<file path="config.mk">
export PLATFORM = sky130hd
export DESIGN_NAME = accel_frame_tilt_angle_averager_unit
export DESIGN_NICKNAME = d
export VERILOG_FILES = /design/src/hdl/aftaa_pkg.sv /design/src/hdl/accel_frame_tilt_angle_averager_unit.sv /design/src/hdl/aftaa_front.sv /design/src/hdl/aftaa_queue.sv /design/src/hdl/aftaa_back.sv
export SDC_FILE = /design/constraint.sdc
export NUM_CORES = 2
export LEC_CHECK = 0
export ABC_AREA = 1
export BUFFER_PORTS_ARGS = -buffer_cell sky130_fd_sc_hd__clkbuf_2
export CORE_MARGIN = 3
export CORE_UTILIZATION = 60
export DETAILED_ROUTE_END_ITERATION = 10
export PLACE_DENSITY = 0.79
export SYNTH_ARGS = -nofsm -noshare
export SYNTH_HDL_FRONTEND = slang
export SYNTH_SLANG_ARGS = --single-unit
</file>
<file path="constraint.sdc">
create_clock -name clk -period 11.5 [get_ports clk]
set_input_delay 1.15 -clock clk [delete_from_list [all_inputs] [get_ports clk]]
set_output_delay 1.15 -clock clk [all_outputs]
set_load 0.02 [all_outputs]
</file>
<file path="src/hdl/aftaa_pkg.sv">
// Shared types, register indexes, CRC and arctangent table for the tilt averager.
package aftaa_pkg;

  typedef struct packed {
    logic [31:0] x_frame;
    logic [31:0] y_frame;
    logic [31:0] z_frame;
  } item_t;

  typedef struct packed {
    logic signed [15:0] angle_x;
    logic signed [15:0] angle_y;
    logic signed [15:0] angle_z;
  } result_t;

  typedef struct packed {
    logic [15:0] sx;
    logic [15:0] sy;
    logic [15:0] sz;
  } sample_t;

  typedef struct packed {
    logic [15:0] gain_x;
    logic [15:0] gain_y;
    logic [15:0] gain_z;
    logic [17:0] offset_x;
    logic [17:0] offset_y;
    logic [17:0] offset_z;
  } cfg_t;

  localparam logic [2:0] REG_GAIN_X   = 3'd0;
  localparam logic [2:0] REG_GAIN_Y   = 3'd1;
  localparam logic [2:0] REG_GAIN_Z   = 3'd2;
  localparam logic [2:0] REG_OFFSET_X = 3'd3;
  localparam logic [2:0] REG_OFFSET_Y = 3'd4;
  localparam logic [2:0] REG_OFFSET_Z = 3'd5;

  localparam logic [15:0] GAIN_X_RST   = 16'd16415;
  localparam logic [15:0] GAIN_Y_RST   = 16'd16427;
  localparam logic [15:0] GAIN_Z_RST   = 16'd16409;
  localparam logic [17:0] OFFSET_X_RST = 18'd58;
  localparam logic [17:0] OFFSET_Y_RST = 18'd156;
  localparam logic [17:0] OFFSET_Z_RST = 18'd41;

  localparam logic [7:0] CRC_POLY = 8'h1D;
  localparam logic [7:0] CRC_INIT = 8'hFF;

  localparam logic signed [16:0] ANGLE_LIMIT = 17'sd23040;

  // CRC-8 over the status and data bytes, checked against the low byte.
  function automatic logic frame_ok(input logic [31:0] frame);
    logic [7:0] crc;
    logic       fb;
    crc = CRC_INIT;
    for (int i = 31; i > 7; i--) begin
      fb  = crc[7] ^ frame[i];
      crc = {crc[6:0], 1'b0} ^ (fb ? CRC_POLY : 8'h00);
    end
    return (~crc) == frame[7:0];
  endfunction

  // atan(2^-i) in degrees scaled by 65536.
  function automatic logic [21:0] atan_deg(input logic [4:0] i);
    logic [21:0] r;
    case (i)
      5'd0:  r = 22'd2949120;
      5'd1:  r = 22'd1740967;
      5'd2:  r = 22'd919879;
      5'd3:  r = 22'd466945;
      5'd4:  r = 22'd234379;
      5'd5:  r = 22'd117304;
      5'd6:  r = 22'd58666;
      5'd7:  r = 22'd29335;
      5'd8:  r = 22'd14668;
      5'd9:  r = 22'd7334;
      5'd10: r = 22'd3667;
      5'd11: r = 22'd1833;
      5'd12: r = 22'd917;
      5'd13: r = 22'd458;
      5'd14: r = 22'd229;
      5'd15: r = 22'd115;
      5'd16: r = 22'd57;
      5'd17: r = 22'd29;
      5'd18: r = 22'd14;
      5'd19: r = 22'd7;
      5'd20: r = 22'd4;
      5'd21: r = 22'd2;
      5'd22: r = 22'd1;
      default: r = 22'd0;
    endcase
    return r;
  endfunction

endpackage

</file>
<file path="src/hdl/accel_frame_tilt_angle_averager_unit.sv">
// Top level of the tilt-angle averager: frame check in front, angle math in the back end.
// The back end works on one request at a time: calibration of the three axes, then for
// each axis the square root, the CORDIC loop and the sum for that axis.
// A request that closes an averaging window also forms the three averages.
// Requests are taken one at a time; a two-entry queue takes new requests meanwhile.
// Synchronous reset restores the register defaults and clears samples, sums and the count.
module accel_frame_tilt_angle_averager_unit #(
  parameter int AVG_COUNT    = 10,
  parameter int CORDIC_STEPS = 16
) (
  input  logic                clk,
  input  logic                rst,
  input  aftaa_pkg::item_t    item,
  input  logic                push,
  output logic                full,
  output aftaa_pkg::result_t  result,
  output logic                empty,
  input  logic                pop,
  input  logic                psel,
  input  logic                penable,
  input  logic                pwrite,
  input  logic [4:0]          paddr,
  input  logic [31:0]         pwdata,
  output logic [31:0]         prdata,
  output logic                pready
);
  import aftaa_pkg::*;

  cfg_t    cfg;
  logic    q_push, q_full, q_pop, q_empty;
  sample_t q_wdata, q_rdata;

  assign pready = 1'b1;

  always_ff @(posedge clk) begin
    if (rst) begin
      cfg <= '{gain_x: GAIN_X_RST, gain_y: GAIN_Y_RST, gain_z: GAIN_Z_RST,
               offset_x: OFFSET_X_RST, offset_y: OFFSET_Y_RST, offset_z: OFFSET_Z_RST};
    end else if (psel && penable && pwrite && pready) begin
      case (paddr[4:2])
        REG_GAIN_X:   cfg.gain_x   <= pwdata[15:0];
        REG_GAIN_Y:   cfg.gain_y   <= pwdata[15:0];
        REG_GAIN_Z:   cfg.gain_z   <= pwdata[15:0];
        REG_OFFSET_X: cfg.offset_x <= pwdata[17:0];
        REG_OFFSET_Y: cfg.offset_y <= pwdata[17:0];
        REG_OFFSET_Z: cfg.offset_z <= pwdata[17:0];
        default: ;
      endcase
    end
  end

  always_comb begin
    case (paddr[4:2])
      REG_GAIN_X:   prdata = {16'b0, cfg.gain_x};
      REG_GAIN_Y:   prdata = {16'b0, cfg.gain_y};
      REG_GAIN_Z:   prdata = {16'b0, cfg.gain_z};
      REG_OFFSET_X: prdata = {14'b0, cfg.offset_x};
      REG_OFFSET_Y: prdata = {14'b0, cfg.offset_y};
      REG_OFFSET_Z: prdata = {14'b0, cfg.offset_z};
      default:      prdata = '0;
    endcase
  end

  aftaa_front u_front (
    .clk(clk), .rst(rst), .item(item), .push(push), .full(full),
    .q_push(q_push), .q_data(q_wdata), .q_full(q_full)
  );

  aftaa_queue u_queue (
    .clk(clk), .rst(rst), .push(q_push), .wdata(q_wdata), .full(q_full),
    .pop(q_pop), .rdata(q_rdata), .empty(q_empty)
  );

  aftaa_back #(.AVG_COUNT(AVG_COUNT), .CORDIC_STEPS(CORDIC_STEPS)) u_back (
    .clk(clk), .rst(rst), .cfg(cfg), .q_empty(q_empty), .q_data(q_rdata),
    .q_pop(q_pop), .result(result), .empty(empty), .pop(pop)
  );
endmodule

</file>
<file path="src/hdl/aftaa_front.sv">
// Front end: frame CRC check, last good sample per axis, hand-off to the queue.
module aftaa_front (
  input  logic             clk,
  input  logic             rst,
  input  aftaa_pkg::item_t item,
  input  logic             push,
  output logic             full,
  output logic             q_push,
  output aftaa_pkg::sample_t q_data,
  input  logic             q_full
);
  import aftaa_pkg::*;

  logic [15:0] last_x, last_y, last_z;
  logic [15:0] new_x, new_y, new_z;

  assign new_x = frame_ok(item.x_frame) ? item.x_frame[23:8] : last_x;
  assign new_y = frame_ok(item.y_frame) ? item.y_frame[23:8] : last_y;
  assign new_z = frame_ok(item.z_frame) ? item.z_frame[23:8] : last_z;

  assign full   = q_full;
  assign q_push = push && !q_full;
  assign q_data = '{sx: new_x, sy: new_y, sz: new_z};

  always_ff @(posedge clk) begin
    if (rst) begin
      last_x <= '0;
      last_y <= '0;
      last_z <= '0;
    end else if (q_push) begin
      last_x <= new_x;
      last_y <= new_y;
      last_z <= new_z;
    end
  end
endmodule

</file>
<file path="src/hdl/aftaa_queue.sv">
// Two-entry queue of checked samples between the front and back ends.
module aftaa_queue (
  input  logic               clk,
  input  logic               rst,
  input  logic               push,
  input  aftaa_pkg::sample_t wdata,
  output logic               full,
  input  logic               pop,
  output aftaa_pkg::sample_t rdata,
  output logic               empty
);
  import aftaa_pkg::*;

  sample_t    mem [2];
  logic       wptr, rptr;
  logic [1:0] count;

  assign full  = count == 2'd2;
  assign empty = count == 2'd0;
  assign rdata = mem[rptr];

  always_ff @(posedge clk) begin
    if (push) mem[wptr] <= wdata;
  end

  always_ff @(posedge clk) begin
    if (rst) begin
      wptr  <= 1'b0;
      rptr  <= 1'b0;
      count <= 2'd0;
    end else begin
      if (push) wptr <= !wptr;
      if (pop) rptr <= !rptr;
      count <= count + 2'(push) - 2'(pop);
    end
  end
endmodule

</file>
<file path="src/hdl/aftaa_back.sv">
// Back end: calibration, square root, CORDIC angle, summing and averaging.
module aftaa_back #(
  parameter int AVG_COUNT    = 10,
  parameter int CORDIC_STEPS = 16
) (
  input  logic               clk,
  input  logic               rst,
  input  aftaa_pkg::cfg_t    cfg,
  input  logic               q_empty,
  input  aftaa_pkg::sample_t q_data,
  output logic               q_pop,
  output aftaa_pkg::result_t result,
  output logic               empty,
  input  logic               pop
);
  import aftaa_pkg::*;

  localparam int CW = $clog2(AVG_COUNT + 1);
  localparam logic [CW-1:0] CNT_LAST = CW'(AVG_COUNT - 1);
  localparam logic [24:0] HALF = 25'(AVG_COUNT / 2);
  localparam logic [4:0] ROT_LAST = 5'(CORDIC_STEPS - 1);
  // Reciprocal of AVG_COUNT scaled by 2^28, rounded up; exact for the sums a window can reach.
  localparam logic [28:0] RECIP = 29'(((2 ** 28) + AVG_COUNT - 1) / AVG_COUNT);

  typedef enum logic [3:0] {
    S_IDLE, S_CAL, S_SQB, S_SQC, S_ROOT, S_ROT, S_ACC, S_DIVL, S_DIV, S_OUT
  } state_t;

  state_t state;
  logic [1:0] k;
  logic [15:0] samp [3];
  logic signed [20:0] v [3];
  logic [41:0] rn, res, bitm;
  logic signed [33:0] x, y;
  logic signed [24:0] z;
  logic [4:0] i;
  logic signed [23:0] sum [3];
  logic [CW-1:0] cnt;
  logic [24:0] dq;
  logic neg;
  logic [15:0] avg [3];
  logic out_valid;
  result_t out_data;

  logic signed [20:0] a, b, c, sq_op;
  logic [15:0] gain;
  logic [17:0] offset;
  logic signed [32:0] prod, prodr;
  logic signed [20:0] cal;
  logic signed [41:0] sq;
  logic [41:0] trial;
  logic signed [33:0] xs, ys;
  logic signed [24:0] zr;
  logic signed [16:0] q, qc;
  logic [53:0] qprod;
  logic [15:0] quo;
  logic [23:0] mag;

  always_comb begin
    a = v[k];
    b = (k == 2'd0) ? v[1] : v[0];
    c = (k == 2'd2) ? v[1] : v[2];
    case (k)
      2'd0: begin gain = cfg.gain_x; offset = cfg.offset_x; end
      2'd1: begin gain = cfg.gain_y; offset = cfg.offset_y; end
      default: begin gain = cfg.gain_z; offset = cfg.offset_z; end
    endcase
    prod  = $signed(samp[k]) * $signed({1'b0, gain});
    prodr = prod + 33'sd2048;
    cal   = prodr[32:12] + $signed({{3{offset[17]}}, offset});
    sq_op = (state == S_SQB) ? b : c;
    sq    = sq_op * sq_op;
    trial = res + bitm;
    xs    = x >>> i;
    ys    = y >>> i;
    zr    = z + 25'sd128;
    q     = zr[24:8];
    if (q > ANGLE_LIMIT) qc = ANGLE_LIMIT;
    else if (q < -ANGLE_LIMIT) qc = -ANGLE_LIMIT;
    else qc = q;
    qprod = dq * RECIP;
    quo   = qprod[43:28];
    mag   = sum[k][23] ? 24'(-sum[k]) : 24'(sum[k]);
  end

  assign q_pop  = (state == S_IDLE) && !q_empty;
  assign empty  = !out_valid;
  assign result = out_data;

  always_ff @(posedge clk) begin
    if (rst) begin
      state     <= S_IDLE;
      k         <= 2'd0;
      cnt       <= '0;
      out_valid <= 1'b0;
      for (int n = 0; n < 3; n++) sum[n] <= '0;
    end else begin
      if (pop && out_valid) out_valid <= 1'b0;
      case (state)
        S_IDLE: begin
          if (!q_empty) begin
            samp[0] <= q_data.sx;
            samp[1] <= q_data.sy;
            samp[2] <= q_data.sz;
            k       <= 2'd0;
            state   <= S_CAL;
          end
        end
        S_CAL: begin
          v[k] <= cal;
          if (k == 2'd2) begin
            k     <= 2'd0;
            state <= S_SQB;
          end else begin
            k <= k + 2'd1;
          end
        end
        S_SQB: begin
          rn    <= 42'(sq);
          state <= S_SQC;
        end
        S_SQC: begin
          rn    <= rn + 42'(sq);
          res   <= '0;
          bitm  <= 42'd1 << 40;
          state <= S_ROOT;
        end
        S_ROOT: begin
          if (bitm == '0) begin
            i <= 5'd0;
            if (res == '0) begin
              if (a > 0) z <= 25'sd5898240;
              else if (a < 0) z <= -25'sd5898240;
              else z <= '0;
              state <= S_ACC;
            end else begin
              x     <= $signed({4'b0, res[21:0], 8'b0});
              y     <= $signed({{5{a[20]}}, a, 8'b0});
              z     <= '0;
              state <= S_ROT;
            end
          end else begin
            if (rn >= trial) begin
              rn  <= rn - trial;
              res <= (res >> 1) + bitm;
            end else begin
              res <= res >> 1;
            end
            bitm <= bitm >> 2;
          end
        end
        S_ROT: begin
          // Vectoring mode: drive y toward zero, collecting the angle in z.
          if (y > 0) begin
            x <= x + ys;
            y <= y - xs;
            z <= z + $signed({3'b0, atan_deg(i)});
          end else begin
            x <= x - ys;
            y <= y + xs;
            z <= z - $signed({3'b0, atan_deg(i)});
          end
          i <= i + 5'd1;
          if (i == ROT_LAST) state <= S_ACC;
        end
        S_ACC: begin
          sum[k] <= sum[k] + 24'(qc);
          if (k == 2'd2) begin
            k <= 2'd0;
            if (cnt == CNT_LAST) begin
              cnt   <= '0;
              state <= S_DIVL;
            end else begin
              cnt   <= cnt + CW'(1);
              state <= S_IDLE;
            end
          end else begin
            k     <= k + 2'd1;
            state <= S_SQB;
          end
        end
        S_DIVL: begin
          dq    <= {1'b0, mag} + HALF;
          neg   <= sum[k][23];
          state <= S_DIV;
        end
        S_DIV: begin
          avg[k] <= neg ? -quo : quo;
          sum[k] <= '0;
          if (k == 2'd2) begin
            k     <= 2'd0;
            state <= S_OUT;
          end else begin
            k     <= k + 2'd1;
            state <= S_DIVL;
          end
        end
        S_OUT: begin
          if (!out_valid) begin
            out_data  <= '{angle_x: avg[0], angle_y: avg[1], angle_z: avg[2]};
            out_valid <= 1'b1;
            state     <= S_IDLE;
          end
        end
        default: state <= S_IDLE;
      endcase
    end
  end
endmodule

</file>
==> flow_summary_export.csv <==
group,metric,value,unit
die,start_util,60.6,%
clock_network,clkLatencyLatePin,0.72,ns
die,die_y,399,µm
cells_and_area,mostFrequentLayoutCell,"nand2_1",
synthesis,synthArstFlopShare,0,%
critical_path,cp_slowest_cell,"fa_1",
min_path,worstHoldPathType,"reg2reg",
synthesis,avgSynthCellArea,7.93,µm²
routing,routedWlPerCell,18.3,µm
routing,vias,79052,
cells_and_area,final_util,64.6,%
die,rows,143,
critical_path,worst-path-max-fanout,13,
global_routing,grt_max_degree,101,
synthesis,seq_area_frac_synth,25.2,%
clock_network,hold_buffers,0,
synthesis,netlist_area,92400,µm²
critical_path,cp.required,11.92,ns
clock_network,root_buffer,"clkbuf_16",
clock_network,cts_resized,0,
flow_run,drv_cap,0,
critical_path,end_kind,"register",
placement,gp_congestion,1.00,
global_routing,track_usage,31.7,%
synthesis,synthFlopType,"edfxtp_1",
cells_and_area,syn_to_final_growth,6.60,%
sta,worst_pin_slew,1.27,ns
clock_network,numClockSinks,839,
sta,rsz0062_at_grt,"no",
clock_network,htree_num_levels,3,
critical_path,path_class,"reg2reg",
clock_network,cts_tree,"done",
routing,drtPass1Iterations,9,
sta,clock_skew,0.0533,ns
synthesis,ys_seq_elements,839,
global_routing,grt_pass1_vias,78109,
cells_and_area,drive_gt1_share,6.35,%
placement,dp_hpwl,199000,µm
cells_and_area,nFillCells,12885,
placement,pre_cts_slack,0.882,ns
synthesis,synth_edf_count,649,
clock_network,post-cts-setup-buffers,0,
die,ios,223,
die,die_area,159000,µm²
routing,wl,253000,µm
sta,relSlewSlack,15.0,%
sta,period_needed,10.82,ns
placement,io_buffers,191,
die,fp.dieW,399,µm
outcome,status,"complete, no violations",
sta,hold_viol_final,0,
routing,drc,0,
synthesis,yosys_warnings,0,
critical_path,crit_arrival,11.24,ns
synthesis,synth_cells,11664,
global_routing,grt.overflow.total,0,
synthesis,synth_cell_type_count,75,
routing,vias_per_cell,5.71,
sta,setup_tns,0,ns
sta,finalSetupViolCount,0,
clock_network,clockBufferDepth,3,
clock_network,path_clk_slew,0.06,ns
routing,drt_first_iter_violations,7238,
global_routing,antenna_found_initial,5,
cells_and_area,final_cell_mix,"nand2_1, inv_1, nor2_1, fa_1, ha_1",
cells_and_area,fin_nets,13469,
die,core,152000,µm²
global_routing,grt_pass1_wl,403000,µm
critical_path,cpPeakStageDelay,0.55,ns
sta,layout_setup_ws,0.680,ns
routing,ant_nets,0,
critical_path,startpoint_type,"register",
clock_network,cts_buffers,90,
sta,slew_violations,0,
sta,layout_worst_path_cycle_share,94.1,%
sta,max_freq,0.0924,GHz
-- cell families after synthesis --
group / Yosys count / share of synthesized area (%)
buf+inv: 2517 / 10.4
fa+ha+maj: 1589 / 28.4
mux: 88 / 1.02
xor+xnor: 421 / 4.01
simple gates: 4403 / 19.9
compound gates: 1805 / 11.0
flops: 839 / 25.2
other cells: 2 / 0.00812
-- worst paths after layout --
| kind | end | slack, ns | depth (start not counted) | from |
|---|---|---|---|---|
| setup / recovery | u_back.rn[41]$_DFFE_PP_ | 0.68 | 44 | u_back.k[1]$_SDFFE_PP0N_ |
| hold / removal | result[25]$_DFFE_PP_ | 0.41 | 0 | u_back.avg[1][9]$_DFFE_PP_ |
| setup reg to reg | u_back.rn[41]$_DFFE_PP_ | 0.68 | 44 | u_back.k[1]$_SDFFE_PP0N_ |
| hold reg to reg | result[25]$_DFFE_PP_ | 0.41 | 0 | u_back.avg[1][9]$_DFFE_PP_ |
-- area by class of cell --
| class | count | area, µm² | share of cell area (%) |
|---|---|---|---|
| clock inverters | 63 | 626 | 0.635 |
| diodes | 2 | 5.00 | 0.00508 |
| inverters | 2190 | 8220 | 8.34 |
| multi-input cells | 8322 | 59700 | 60.6 |
| well taps | 2030 | 2540 | 2.58 |
| repair buffers | 297 | 1750 | 1.78 |
| clock buffers | 107 | 2400 | 2.43 |
| flip-flops and latches | 839 | 23300 | 23.6 |
-- critical path: cells and delay by family, from the launching register on --
family	cells	cell delay (ns)
AO/OA/AOI/OAI	10	2.00
buffers and inverters	11	1.65
adder cells (fa/ha/maj)	9	4.19
AND/OR/NAND/NOR	14	2.20
flip-flops	1	0.49
-- sequential cells by signal, summed over array words and instances, names as in the netlist, 2 cells and up, named ones only --
name            cells
cfg               102
u_back.sum         96
u_queue.mem        96
u_back.v           84
result             48
u_back.avg         48
u_back.samp        48
u_back.res         42
u_back.rn          42
u_back.x           34
u_back.y           34
u_back.dq          25
u_back.z           25
u_back.bitm        21
u_front.last_x     16
u_front.last_y     16
u_front.last_z     16
u_back.i            5
u_back.cnt          4
u_back.state        4
u_back.k            2
u_queue.count       2
-- cell usage after synthesis (all sizes together), types with 112 or more instances --
cell / n / area, µm²
a21oi: 667 / 3340
clkbuf: 226 / 848
dfxtp: 190 / 3800
edfxtp: 649 / 19500
fa: 846 / 16900
ha: 743 / 9300
inv: 2176 / 8170
nand2: 2449 / 9490
nand3: 499 / 2580
nor2: 1102 / 4210
nor3: 112 / 571
o21ai: 698 / 3500
xnor2: 128 / 1120
xor2: 293 / 2590
-- metal layers --
metal / share of wire, % / track usage, %
met5: 0.012 / 0
met4: 3.7 / 11.5
met3: 8.7 / 5.25
met2: 46 / 51.7
met1: 41 / 42.6
-- metrics by stage --
step | hold slack [ns] | std cells | cell area [µm²]
5_1_grt | 0.416 | 13848 | 98500
6_report | 0.413 | 13850 | 98600
3_3_place_gp | 0.401 | 13678 | 95500
2_1_floorplan | 0.400 | 11678 | 92500
4_1_cts | 0.413 | 13848 | 98500
3_5_place_dp | 0.405 | 13678 | 95500
Power is not shown: default switching activity piles up to over one toggle a cycle in this logic, so the estimate is an artifact.
